--- src/sv/fsnp_pkg.sv ---
// Package for the format string number printer: constants, microcode types and control store.
package fsnp_pkg;

  // Conversion digit limits and the digit buffer that holds one number.
  localparam int unsigned DEC_DIGITS = 10;
  localparam int unsigned HEX_DIGITS = 8;
  localparam int unsigned DIG_DEPTH  = (DEC_DIGITS > HEX_DIGITS) ? DEC_DIGITS : HEX_DIGITS;
  localparam int unsigned DIG_CNT_W  = $clog2(DIG_DEPTH + 1);
  localparam int unsigned DIG_IDX_W  = (DIG_DEPTH > 1) ? $clog2(DIG_DEPTH) : 1;

  // Divide by ten: q = (v * RECIP10) >> RECIP10_SHIFT, exact for every 32-bit v.
  localparam logic [31:0] RECIP10       = 32'hCCCC_CCCD;
  localparam int unsigned RECIP10_SHIFT = 35;
  localparam int unsigned DEC_Q_W       = 64 - RECIP10_SHIFT;

  // Characters.
  localparam logic [7:0] CH_NUL     = 8'h00;
  localparam logic [7:0] CH_ZERO    = 8'h30;
  localparam logic [7:0] CH_ALPHA   = 8'h41 - 8'd10;
  localparam logic [7:0] CH_PERCENT = 8'h25;
  localparam logic [7:0] CH_LOW_D   = 8'h64;
  localparam logic [7:0] CH_LOW_X   = 8'h78;
  localparam logic [7:0] CH_LOW_C   = 8'h63;
  localparam logic [7:0] CH_LOW_S   = 8'h73;

  typedef enum logic [1:0] {
    CMD_FMT  = 2'd0,
    CMD_ARG  = 2'd1,
    CMD_STR  = 2'd2,
    CMD_NONE = 2'd3
  } cmd_e;

  // Program steps.
  typedef enum logic [3:0] {
    ST_IDLE      = 4'd0,
    ST_EMIT_BYTE = 4'd1,
    ST_DONE      = 4'd2,
    ST_HEX_0     = 4'd3,
    ST_HEX_X     = 4'd4,
    ST_HEX_DIG   = 4'd5,
    ST_DEC_MUL   = 4'd6,
    ST_DEC_REM   = 4'd7,
    ST_DIG_OUT   = 4'd8
  } step_e;

  typedef enum logic [2:0] {
    SRC_BYTE,
    SRC_STATUS,
    SRC_ZERO,
    SRC_X,
    SRC_DIGIT
  } src_e;

  typedef enum logic [1:0] {
    LAST_NEVER,
    LAST_ALWAYS,
    LAST_DIGIT
  } last_e;

  typedef enum logic [2:0] {
    OP_NONE,
    OP_LOAD,
    OP_HEX_STEP,
    OP_DEC_MUL,
    OP_DEC_REM,
    OP_POP
  } op_e;

  typedef enum logic [2:0] {
    COND_WAIT_ITEM,
    COND_ALWAYS,
    COND_HEX_END,
    COND_DEC_END,
    COND_LAST_DIGIT
  } cond_e;

  // One control word: jump is taken when the condition holds, else next; the wait step takes the dispatched step.
  typedef struct packed {
    logic  emit;
    src_e  src;
    last_e last;
    op_e   op;
    cond_e cond;
    step_e jump;
    step_e next;
  } ctrl_t;

  function automatic ctrl_t rom_word(step_e step);
    ctrl_t w;
    w = '{emit: 1'b0, src: SRC_BYTE, last: LAST_NEVER, op: OP_LOAD,
          cond: COND_WAIT_ITEM, jump: ST_IDLE, next: ST_IDLE};
    unique case (step)
      ST_IDLE:      w = '{1'b0, SRC_BYTE,   LAST_NEVER,  OP_LOAD,     COND_WAIT_ITEM,
                          ST_IDLE, ST_IDLE};
      ST_EMIT_BYTE: w = '{1'b1, SRC_BYTE,   LAST_ALWAYS, OP_NONE,     COND_ALWAYS,
                          ST_IDLE, ST_IDLE};
      ST_DONE:      w = '{1'b1, SRC_STATUS, LAST_ALWAYS, OP_NONE,     COND_ALWAYS,
                          ST_IDLE, ST_IDLE};
      ST_HEX_0:     w = '{1'b1, SRC_ZERO,   LAST_NEVER,  OP_NONE,     COND_ALWAYS,
                          ST_HEX_X, ST_HEX_X};
      ST_HEX_X:     w = '{1'b1, SRC_X,      LAST_NEVER,  OP_NONE,     COND_ALWAYS,
                          ST_HEX_DIG, ST_HEX_DIG};
      ST_HEX_DIG:   w = '{1'b0, SRC_BYTE,   LAST_NEVER,  OP_HEX_STEP, COND_HEX_END,
                          ST_DIG_OUT, ST_HEX_DIG};
      ST_DEC_MUL:   w = '{1'b0, SRC_BYTE,   LAST_NEVER,  OP_DEC_MUL,  COND_DEC_END,
                          ST_DIG_OUT, ST_DEC_REM};
      ST_DEC_REM:   w = '{1'b0, SRC_BYTE,   LAST_NEVER,  OP_DEC_REM,  COND_ALWAYS,
                          ST_DEC_MUL, ST_DEC_MUL};
      ST_DIG_OUT:   w = '{1'b1, SRC_DIGIT,  LAST_DIGIT,  OP_POP,      COND_LAST_DIGIT,
                          ST_IDLE, ST_DIG_OUT};
      default:      w = '{1'b0, SRC_BYTE,   LAST_NEVER,  OP_LOAD,     COND_WAIT_ITEM,
                          ST_IDLE, ST_IDLE};
    endcase
    return w;
  endfunction

  // ASCII for one digit value; hex letters are uppercase.
  function automatic logic [7:0] digit_char(logic [3:0] d);
    logic [7:0] c;
    if (d <= 4'd9) begin
      c = CH_ZERO + {4'b0, d};
    end else begin
      c = CH_ALPHA + {4'b0, d};
    end
    return c;
  endfunction

endpackage

--- src/sv/format_string_number_printer_core.sv ---
// Top level of the format string number printer: a microcoded printf-style interpreter.
//
// The block takes format bytes, argument words and string bytes on a valid/ready input
// channel and sends ASCII characters out on a valid/ready result channel, one result
// per cycle at most. A plain format byte passes through, "%%" gives '%', "%d" prints
// the next argument word in decimal, "%x" prints "0x" and uppercase hex, "%c" prints
// the argument's low byte and "%s" passes string bytes until a zero string byte.
// A zero format byte ends the message with one status result (done_res_o) that carries
// the number of characters sent, and the count restarts. Every result carries the
// destination register in route_o, and last_o marks the final result of an item.
// One item is taken at a time: the input is ready only while the sequencer sits on
// its wait step, and a finished result may still wait in the output register then.
// The control store steps one word per cycle unless a character step waits on a stalled
// output; a zero argument still prints a single '0'. The decimal digits come out of a
// divide-by-ten multiplier that needs two steps per digit (multiply, then remainder),
// and every character leaves through the single output register.
module format_string_number_printer_core (
  input  logic        clk_i,
  input  logic        rst_ni,
  // configuration
  input  logic        cfg_we_i,
  input  logic        cfg_wdata_i,
  // input items
  input  logic        in_valid_i,
  output logic        in_ready_o,
  input  logic [1:0]  cmd_i,
  input  logic [7:0]  char_byte_i,
  input  logic [31:0] arg_word_i,
  // result items
  output logic        out_valid_o,
  input  logic        out_ready_i,
  output logic [7:0]  out_char_o,
  output logic        char_valid_o,
  output logic        route_o,
  output logic        last_o,
  output logic        done_res_o,
  output logic [31:0] total_length_o
);

  typedef enum logic [2:0] {
    MODE_IDLE,
    MODE_PCT,
    MODE_ARG_D,
    MODE_ARG_X,
    MODE_ARG_C,
    MODE_STR
  } mode_e;

  localparam logic [fsnp_pkg::DIG_CNT_W-1:0] DEC_LIMIT =
    fsnp_pkg::DIG_CNT_W'(fsnp_pkg::DEC_DIGITS);
  localparam logic [fsnp_pkg::DIG_CNT_W-1:0] HEX_LIMIT =
    fsnp_pkg::DIG_CNT_W'(fsnp_pkg::HEX_DIGITS);

  // Control state
  fsnp_pkg::step_e step_q, step_d;
  mode_e           mode_q, mode_d;
  logic [31:0]     cnt_q, cnt_d;
  logic            dest_q, dest_d;
  logic [fsnp_pkg::DIG_CNT_W-1:0] dig_n_q, dig_n_d;

  // Output register
  logic        out_valid_q, out_valid_d;
  logic [7:0]  out_char_q, out_char_d;
  logic        char_valid_q, char_valid_d;
  logic        route_q, route_d;
  logic        last_q, last_d;
  logic        done_q, done_d;
  logic [31:0] total_q, total_d;

  // Datapath
  logic [31:0]                  val_q, val_d;
  logic [fsnp_pkg::DEC_Q_W-1:0] quot_q, quot_d;
  logic [7:0]                   byte_q, byte_d;
  logic [3:0]                   dig_q [fsnp_pkg::DIG_DEPTH];

  fsnp_pkg::ctrl_t ctrl;
  fsnp_pkg::step_e disp_step;
  mode_e           disp_mode;
  logic            in_fire;
  logic            out_free;
  logic            emit_fire;
  logic            advance;
  logic            hex_end;
  logic            dec_end;
  logic            digit_last;
  logic            push;
  logic [3:0]      push_digit;
  logic [63:0]     prod;
  logic [31:0]     quot_x10;
  logic [31:0]     rem;
  logic [fsnp_pkg::DIG_IDX_W-1:0] push_idx;
  logic [fsnp_pkg::DIG_IDX_W-1:0] pop_idx;
  logic [fsnp_pkg::DIG_CNT_W-1:0] pop_cnt;
  logic [7:0]      digit_ch;

  assign ctrl = fsnp_pkg::rom_word(step_q);

  // Handshakes: take an item only on the wait step; the output register frees when its
  // item is taken in the same cycle.
  assign in_ready_o = (ctrl.cond == fsnp_pkg::COND_WAIT_ITEM);
  assign in_fire    = in_valid_i & in_ready_o;
  assign out_free   = ~out_valid_q | out_ready_i;
  assign emit_fire  = ctrl.emit & out_free;
  assign advance    = ~ctrl.emit | out_free;

  // Digit extraction
  assign prod       = val_q * fsnp_pkg::RECIP10;
  assign quot_x10   = {quot_q, 3'b000} + {2'b00, quot_q, 1'b0};
  assign rem        = val_q - quot_x10;
  assign hex_end    = (val_q == 32'd0) || (dig_n_q == HEX_LIMIT);
  assign dec_end    = (val_q == 32'd0) || (dig_n_q == DEC_LIMIT);
  assign digit_last = (dig_n_q <= fsnp_pkg::DIG_CNT_W'(1));
  assign push_idx   = dig_n_q[fsnp_pkg::DIG_IDX_W-1:0];
  assign pop_cnt    = dig_n_q - fsnp_pkg::DIG_CNT_W'(1);
  assign pop_idx    = pop_cnt[fsnp_pkg::DIG_IDX_W-1:0];
  assign digit_ch   = (dig_n_q == '0) ? fsnp_pkg::CH_ZERO
                                      : fsnp_pkg::digit_char(dig_q[pop_idx]);

  // Dispatch decode: pick the entry step of the program and the next parse mode.
  always_comb begin
    disp_step = fsnp_pkg::ST_IDLE;
    disp_mode = mode_q;
    unique case (fsnp_pkg::cmd_e'(cmd_i))
      fsnp_pkg::CMD_FMT: begin
        disp_mode = MODE_IDLE;
        if (char_byte_i == fsnp_pkg::CH_NUL) begin
          disp_step = fsnp_pkg::ST_DONE;
        end else if (mode_q == MODE_PCT) begin
          // Conversion letter; unknown letters drop silently.
          if (char_byte_i == fsnp_pkg::CH_PERCENT) begin
            disp_step = fsnp_pkg::ST_EMIT_BYTE;
          end else if (char_byte_i == fsnp_pkg::CH_LOW_D) begin
            disp_mode = MODE_ARG_D;
          end else if (char_byte_i == fsnp_pkg::CH_LOW_X) begin
            disp_mode = MODE_ARG_X;
          end else if (char_byte_i == fsnp_pkg::CH_LOW_C) begin
            disp_mode = MODE_ARG_C;
          end else if (char_byte_i == fsnp_pkg::CH_LOW_S) begin
            disp_mode = MODE_STR;
          end
        end else if (char_byte_i == fsnp_pkg::CH_PERCENT) begin
          disp_mode = MODE_PCT;
        end else begin
          // Plain text; a pending conversion is abandoned.
          disp_step = fsnp_pkg::ST_EMIT_BYTE;
        end
      end
      fsnp_pkg::CMD_ARG: begin
        // Arguments that nothing waits for are ignored.
        if (mode_q == MODE_ARG_D) begin
          disp_mode = MODE_IDLE;
          disp_step = fsnp_pkg::ST_DEC_MUL;
        end else if (mode_q == MODE_ARG_X) begin
          disp_mode = MODE_IDLE;
          disp_step = fsnp_pkg::ST_HEX_0;
        end else if (mode_q == MODE_ARG_C) begin
          disp_mode = MODE_IDLE;
          disp_step = fsnp_pkg::ST_EMIT_BYTE;
        end
      end
      fsnp_pkg::CMD_STR: begin
        if (mode_q == MODE_STR) begin
          if (char_byte_i == fsnp_pkg::CH_NUL) begin
            disp_mode = MODE_IDLE;
          end else begin
            disp_step = fsnp_pkg::ST_EMIT_BYTE;
          end
        end
      end
      default: begin
        disp_step = fsnp_pkg::ST_IDLE;
      end
    endcase
  end

  // Sequencer: step counter with conditional jumps.
  always_comb begin
    step_d = step_q;
    unique case (ctrl.cond)
      fsnp_pkg::COND_WAIT_ITEM: begin
        step_d = in_fire ? disp_step : fsnp_pkg::ST_IDLE;
      end
      fsnp_pkg::COND_ALWAYS: begin
        if (advance) begin
          step_d = ctrl.jump;
        end
      end
      fsnp_pkg::COND_HEX_END: begin
        step_d = hex_end ? ctrl.jump : ctrl.next;
      end
      fsnp_pkg::COND_DEC_END: begin
        step_d = dec_end ? ctrl.jump : ctrl.next;
      end
      fsnp_pkg::COND_LAST_DIGIT: begin
        if (advance) begin
          step_d = digit_last ? ctrl.jump : ctrl.next;
        end
      end
      default: begin
        step_d = fsnp_pkg::ST_IDLE;
      end
    endcase
  end

  // Datapath: operand load, digit extraction and digit count.
  always_comb begin
    mode_d     = mode_q;
    val_d      = val_q;
    quot_d     = quot_q;
    byte_d     = byte_q;
    dig_n_d    = dig_n_q;
    push       = 1'b0;
    push_digit = val_q[3:0];
    case (ctrl.op)
      fsnp_pkg::OP_LOAD: begin
        if (in_fire) begin
          mode_d  = disp_mode;
          val_d   = arg_word_i;
          byte_d  = (fsnp_pkg::cmd_e'(cmd_i) == fsnp_pkg::CMD_ARG) ? arg_word_i[7:0]
                                                                    : char_byte_i;
          dig_n_d = '0;
        end
      end
      fsnp_pkg::OP_HEX_STEP: begin
        if (!hex_end) begin
          push    = 1'b1;
          val_d   = {4'b0000, val_q[31:4]};
          dig_n_d = dig_n_q + fsnp_pkg::DIG_CNT_W'(1);
        end
      end
      fsnp_pkg::OP_DEC_MUL: begin
        if (!dec_end) begin
          quot_d = prod[63:fsnp_pkg::RECIP10_SHIFT];
        end
      end
      fsnp_pkg::OP_DEC_REM: begin
        push       = 1'b1;
        push_digit = rem[3:0];
        val_d      = 32'(quot_q);
        dig_n_d    = dig_n_q + fsnp_pkg::DIG_CNT_W'(1);
      end
      fsnp_pkg::OP_POP: begin
        if (emit_fire && dig_n_q != '0) begin
          dig_n_d = pop_cnt;
        end
      end
      default: begin
        dig_n_d = dig_n_q;
      end
    endcase
  end

  // Result assembly into the output register; count characters, clear on status.
  always_comb begin
    out_valid_d  = out_valid_q & ~out_ready_i;
    out_char_d   = out_char_q;
    char_valid_d = char_valid_q;
    route_d      = route_q;
    last_d       = last_q;
    done_d       = done_q;
    total_d      = total_q;
    cnt_d        = cnt_q;
    dest_d       = cfg_we_i ? cfg_wdata_i : dest_q;
    if (emit_fire) begin
      out_valid_d  = 1'b1;
      route_d      = dest_q;
      char_valid_d = 1'b1;
      done_d       = 1'b0;
      total_d      = 32'd0;
      cnt_d        = cnt_q + 32'd1;
      case (ctrl.src)
        fsnp_pkg::SRC_BYTE:  out_char_d = byte_q;
        fsnp_pkg::SRC_ZERO:  out_char_d = fsnp_pkg::CH_ZERO;
        fsnp_pkg::SRC_X:     out_char_d = fsnp_pkg::CH_LOW_X;
        fsnp_pkg::SRC_DIGIT: out_char_d = digit_ch;
        default: begin
          out_char_d   = fsnp_pkg::CH_NUL;
          char_valid_d = 1'b0;
          done_d       = 1'b1;
          total_d      = cnt_q;
          cnt_d        = 32'd0;
        end
      endcase
      case (ctrl.last)
        fsnp_pkg::LAST_ALWAYS: last_d = 1'b1;
        fsnp_pkg::LAST_DIGIT:  last_d = digit_last;
        default:               last_d = 1'b0;
      endcase
    end
  end

  always_ff @(posedge clk_i or negedge rst_ni) begin
    if (!rst_ni) begin
      step_q       <= fsnp_pkg::ST_IDLE;
      mode_q       <= MODE_IDLE;
      cnt_q        <= 32'd0;
      dest_q       <= 1'b0;
      dig_n_q      <= '0;
      out_valid_q  <= 1'b0;
      out_char_q   <= 8'd0;
      char_valid_q <= 1'b0;
      route_q      <= 1'b0;
      last_q       <= 1'b0;
      done_q       <= 1'b0;
      total_q      <= 32'd0;
    end else begin
      step_q       <= step_d;
      mode_q       <= mode_d;
      cnt_q        <= cnt_d;
      dest_q       <= dest_d;
      dig_n_q      <= dig_n_d;
      out_valid_q  <= out_valid_d;
      out_char_q   <= out_char_d;
      char_valid_q <= char_valid_d;
      route_q      <= route_d;
      last_q       <= last_d;
      done_q       <= done_d;
      total_q      <= total_d;
    end
  end

  // Operands and digit buffer carry no reset.
  always_ff @(posedge clk_i) begin
    val_q  <= val_d;
    quot_q <= quot_d;
    byte_q <= byte_d;
    if (push) begin
      dig_q[push_idx] <= push_digit;
    end
  end

  assign out_valid_o    = out_valid_q;
  assign out_char_o     = out_char_q;
  assign char_valid_o   = char_valid_q;
  assign route_o        = route_q;
  assign last_o         = last_q;
  assign done_res_o     = done_q;
  assign total_length_o = total_q;

  // A status result is always the final one of its item and carries no character.
  assert property (@(posedge clk_i) disable iff (!rst_ni)
    (out_valid_o && done_res_o) |-> (last_o && !char_valid_o && out_char_o == 8'd0))
    else $error("status result malformed");

  // Character results report no length.
  assert property (@(posedge clk_i) disable iff (!rst_ni)
    (out_valid_o && char_valid_o) |-> (total_length_o == 32'd0 && !done_res_o))
    else $error("character result carries status");

  // The digit buffer never overfills.
  assert property (@(posedge clk_i) disable iff (!rst_ni)
    dig_n_q <= fsnp_pkg::DIG_CNT_W'(fsnp_pkg::DIG_DEPTH))
    else $error("digit buffer overflow");

  // The remainder step only follows a multiply step.
  assert property (@(posedge clk_i) disable iff (!rst_ni)
    (step_q == fsnp_pkg::ST_DEC_REM) |-> ($past(step_q) == fsnp_pkg::ST_DEC_MUL))
    else $error("remainder step out of sequence");

  // A decimal digit is always below ten.
  assert property (@(posedge clk_i) disable iff (!rst_ni)
    (step_q == fsnp_pkg::ST_DEC_REM) |-> (rem < 32'd10))
    else $error("decimal remainder out of range");

endmodule

--- config.mk ---
export PLATFORM = sky130hd
export DESIGN_NAME = format_string_number_printer_core
export DESIGN_NICKNAME = d
export VERILOG_FILES = /design/src/sv/fsnp_pkg.sv /design/src/sv/format_string_number_printer_core.sv
export SDC_FILE = /design/constraint.sdc
export NUM_CORES = 1
export LEC_CHECK = 0
export BUFFER_PORTS_ARGS = -buffer_cell sky130_fd_sc_hd__buf_2
export CAP_MARGIN = 0
export CORE_ASPECT_RATIO = 1.75
export CORE_MARGIN = 5
export CORE_UTILIZATION = 60
export DETAILED_ROUTE_END_ITERATION = 6
export PLACE_DENSITY = 0.79
export SYNTH_ARGS = -nofsm -noshare
export SYNTH_HDL_FRONTEND = slang
export SYNTH_SLANG_ARGS = --single-unit
--- constraint.sdc ---
create_clock -name clk_i -period 8.7 [get_ports clk_i]
set_clock_uncertainty 0.15 [all_clocks]
set_input_delay 0.87 -clock clk_i [delete_from_list [all_inputs] [get_ports clk_i]]
set_output_delay 0.87 -clock clk_i [all_outputs]
set_load 0.02 [all_outputs]
Word level (Yosys, flattened, before mapping):

Memories as Yosys holds them, arrays and structs flattened.
Cells that the tools add are included.

* ROM bits: 320
* bits in writable memories: 40
* register bits: 158
* memories kept: 2
* word-level logic and storage cells: 145
* input bits: 48
* output and inout bits: 46

Memory list
* (name not given): words 16, bits a word 20, read ports 1, clocked after Yosys merged registers in 0, write ports 0, RTL line fsnp_pkg.sv:92 `unique case (step)`
* dig_q: words 10, bits a word 4, read ports 1, clocked after Yosys merged registers in 0, write ports 1, RTL line format_string_number_printer_core.sv:74 `logic [3:0] dig_q [fsnp_pkg::DIG_DEPTH];`

* multipliers: 1
* magnitude comparators: 2
* bitwise operators: 9
* add/sub/neg operators: 7
* equality and inequality tests: 36
* multiplexer cells: 53
* reductions and logical operators: 20

Operators by type and width (number)
* $mux W32: 4
* $pmux W32 S3: 1
* $mul A32 B32 Y64 const B: 1
* $mux W4: 12
* $mux W3: 13
* $add A32 B1 Y32 const B: 1
* $eq A8 B7 Y1 const B: 4
* $logic_not A32 Y1: 1
* $pmux W8 S4: 1
* $eq A3 B2 Y1 const B: 8
* $pmux W4 S5: 1
* $eq A3 B3 Y1 const B: 6
* $mux W8: 2
* $pmux W4 S4: 1
* $add A6 B4 Y7 const A: 2
* $ne A2 B2 Y1 const B: 7
* $mux W1: 12
* $pmux W4 S3: 1
* $eq A3 B1 Y1 const B: 3
* $pmux W3 S3: 1
* $eq A4 B4 Y1 const B: 2
* $eq A8 B6 Y1 const B: 1
* $logic_not A8 Y1: 1
* $reduce_bool A4 Y1: 2
* 26 further kinds: 40

Longest topological paths before layout:

* depth in word-level cells: 9
* depth in mapped cells: 26
* mapped depth without buffers: 26

Worst setup path after synthesis:

Ideal clock, no wire load.

* kind: reg-to-reg
* start: register val_q[7]
* end: register quot_q[23] (netlist bit) (data pin)
* period minus slack after synthesis: 6.862 ns
* stages on the path, launching flop included: 24
* setup time: 0.259 ns
* arrival time: 6.453 ns
* path buffers: 2
* required time: 8.291 ns
* slack: 1.838 ns
* path through: edfxtp_1 -> ha_1 -> clkbuf_1 -> xnor2_1 -> inv_1 -> ha_1 -> or2_2 -> fa_1 -> fa_1 -> fa_1 -> fa_1 -> fa_1 -> ha_1 -> ha_1 -> buf_6 -> a21oi_1 -> o211ai_2 -> a211oi_2 -> o31a_1 -> o21ba_1 -> a21oi_4 -> nor3_4 -> nor3_1 -> o31a_1

* longest elaborated chain between the ends: 1

RTL lines
* start: declaration: RTL line format_string_number_printer_core.sv:71 `logic [31:0] val_q, val_d;`
* start signal: assignment: RTL line format_string_number_printer_core.sv:324 `val_q <= val_d;`
* $mul A32 B32 Y64: RTL line format_string_number_printer_core.sv:107 `assign prod = val_q * fsnp_pkg::RECIP10;`
* via prod[58]: RTL line format_string_number_printer_core.sv:88 `logic [63:0] prod;`
* end signal: assignment: RTL line format_string_number_printer_core.sv:325 `quot_q <= quot_d;`
* end: declaration: RTL line format_string_number_printer_core.sv:72 `logic [fsnp_pkg::DEC_Q_W-1:0] quot_q, quot_d;`

The timed path passes the listed nets, and every way through them passes these cells.
A chain may end at the register's enable or synchronous reset.

Worst setup path after layout:

* start: register val_q[19]
* end: register quot_q[14] (netlist bit) (data pin)

Same word-level chain as after synthesis.

==> flow_summary.toml <==
[worst_setup_path]
r2r-end = "quot_q[14]$_DFFE_PP_"
cp.arrival_ns = 8.02
rr_worst_depth = 26
rrSetupSlack_ns = 0.76
crit_path_start = "val_q[19]$_DFFE_PP_"
criticalPathCategory = "flip-flop to flip-flop"
critPathCaptureType = "flip-flop"
worstReg2RegStart = "val_q[19]$_DFFE_PP_"
startpoint_type = "flip-flop"
worstPathMaxFanout = 7
crit_required_ns = 8.78

[finish]
nets = 3467
post-route-util = 0.649
n_fill_cell = 3590
regArea_mm2 = 0.00550
finalNonFillerCells = 3227
syn_to_final_growth_pct = 7.11
multi_input_area_mm2 = 0.0185
antenna_cells = 0
drive_gt1_frac = 0.0849

[detailed_routing]
wl_per_cell_um = 27.0
viasPerCell = 5.90
drtIter0Drc = 1227
ant_nets = 0
drc = 0
totalWireLength_um = 87200
drtPass1Iterations = 6
vias = 19000

[sta]
finalSetupTns_ns = 0
min_period_ns = 7.94
fmax_mhz = 126
setup_viol_count_final = 0
finalMaxSlewViolations = 0
worstMarginPinSlew_ns = 1.08
timing.slew.headroom = 0.274
hold_violations = 0
fin_crit_sh = 0.913
rsz0062_at_grt = "no"

[placement]
io_buffers = 93
dp_hpwl_um = 76500
place_congestion = 1.07
dp.cells = 3195

[grt]
grt_max_degree = 58
antenna_found_initial = 0
grt_pass1_wl_um = 129000
grt_use_met2 = 0.682
use_met3 = 0.0436
grt-busiest-layer = "met2"
gr-total-overflow = 0
gr-usage-all-layers = 0.369
groute.layer.met1.usage = 0.320
grt_pass1_vias = 21200

[clocking]
cts_buffer_depth = 2
post_cts_buffers = 0
htree_levels = 4
root_buffer = "clkbuf_16"
hold_buffers = 0
clock_sinks = 198
cts.clk_slew.worst_paths_ns = 0.10
cts_inserted_buffers = 17
clk_latency_ns = 0.48
cts_tree = "done"
ctsResizeCount = 0

[yosys]
yosys.cell_types.count = 83
yosysTopAreaCell = "fa_1"
ys_warn_count = 0
seq_area_frac_synth = 0.209
synth_edf_count = 109
netlist_instances = 2553
syn_area_mm2 = 0.0264
synthesis.nets = 3372
ys_ff_latch = 198
ys_async_sr_fraction = 0.449
synth_area_leaders = "fa_1, ha_1, edfxtp_1, dfrtp_1, inv_1"
ys.flop_type = "edfxtp_1"
syn_avg_cell_area_um2 = 10.3
synth_top_cell_area_share = 0.294

[floorplanning]
placementRows = 101
core_area_mm2 = 0.0435
die_w_um = 168
initial_core_util = 0.606
ios = 94
dieArea_mm2 = 0.0484
die_h_um = 287

[run_status]
outcome = "completed"

[worst_hold_path]
hold_class = "input port to async pin"

[flow_run]
cap_viol_max_count = 0
[worst max path at each step]
stage	endpoint	cells after the start
global route	quot_q[14]$_DFFE_PP_	26
finish	quot_q[14]$_DFFE_PP_	26
detailed placement	quot_q[14]$_DFFE_PP_	26
global placement	quot_q[25]$_DFFE_PP_	25
CTS	quot_q[14]$_DFFE_PP_	26
floorplan	quot_q[23]$_DFFE_PP_	23
[worst max-delay path: stages, from the launching register on]
cell      delay [ns]
edfxtp_1        0.66
inv_1           0.09
ha_1            0.57
inv_1           0.15
fa_1            0.51
inv_1           0.07
fa_1            0.51
inv_1           0.05
fa_1            0.53
inv_1           0.07
fa_1            0.57
fa_1            0.43
fa_1            0.49
inv_1           0.05
fa_1            0.47
inv_1           0.04
ha_1            0.34
nand4_1         0.19
nor2_1          0.19
nand4_1         0.15
o32ai_2         0.26
buf_4           0.24
nor2_2          0.09
o31ai_4         0.33
o221ai_2        0.15
nor2b_1         0.18
xnor2_2         0.14
[cell type report]
cell class	count	area share
Clock buffer	17	0.0151
Multi-Input combinational cell	1734	0.656
Tap cell	566	0.0251
Timing Repair Buffer	124	0.0248
Clock inverter	15	0.00767
Sequential cell	198	0.195
Inverter	573	0.0762
[through the flow]
step	area (um^2)	worst slack (ns)	hold WS, ns
after floorplan	26400	1.84	0.285
after global placement	27600	0.830	0.296
after detailed placement	27600	0.817	0.300
after CTS	28200	0.763	0.177
after global routing	28200	0.475	0.193
final	28200	0.758	0.170
[sequential cells by signal, summed over array words and instances (netlist names)]
signal / count
dig_q: 40
cnt_q: 32
total_length_o: 32
val_q: 32
quot_q: 29
byte_q: 8
out_char_o: 8
dig_n_q: 4
step_q: 4
mode_q: 3
char_valid_o: 1
dest_q: 1
done_res_o: 1
last_o: 1
out_valid_o: 1
route_o: 1
[per-layer routing]
| metal | wire [um] | vias to the layer above | part of all wire |
|---|---|---|---|
| met5 | 0 | - | 0 |
| met4 | 12500 | 0 | 0.14 |
| met3 | 3100 | 351 | 0.036 |
| met2 | 46900 | 704 | 0.54 |
| met1 | 24700 | 9542 | 0.28 |
| li1 | - | 8449 | - |
[cells in the final DEF, fill, tap and decap left out, types with 17 or more instances in the layout]
cell       netlist  layout
xnor2_1         37      37
fa_1           387     387
buf_2            3      92
a21oi_1         96      96
clkbuf_16        0      17
a22oi_1         31      31
ha_1           384     384
edfxtp_1       109     109
nand4_1         28      28
nor2b_1         20      20
buf_4            3      32
and3_1          17      17
a21o_1          40      40
dfrtp_1         89      89
nand3_1         53      53
and2_1          22      22
inv_1          572     572
nand2_1        206     206
o21ai_0         57      57
nor2_1          82      81
xor2_1          64      64
[cells in the mapped netlist (17+ instances only)]
cell,instances
a21oi_1,96
ha_1,384
o21ai_0,57
and3_1,17
a21o_1,40
clkbuf_1,36
nand3_1,53
a22oi_1,31
xnor2_1,37
nor2_1,82
inv_1,572
nor3_1,19
nand2_1,206
edfxtp_1,109
dfrtp_1,89
and2_1,22
fa_1,387
nor2b_1,20
nand4_1,28
xor2_1,64
[logic make-up (layout without fill, tap and decap cells)]
family                   after synthesis  in the layout  share of synthesized area
AO/OA/AOI/OAI                        327            327                     0.0817
XOR/XNOR                             102            102                     0.0342
adder cells (fa/ha/maj)              771            771                      0.476
buffers and inverters                621            729                     0.0896
flip-flops                           198            198                      0.209
multiplexers                          28             28                     0.0151
AND/OR/NAND/NOR                      506            506                     0.0945
Power is not shown: default switching activity piles up to over one toggle a cycle in this logic, so the estimate is an artifact.
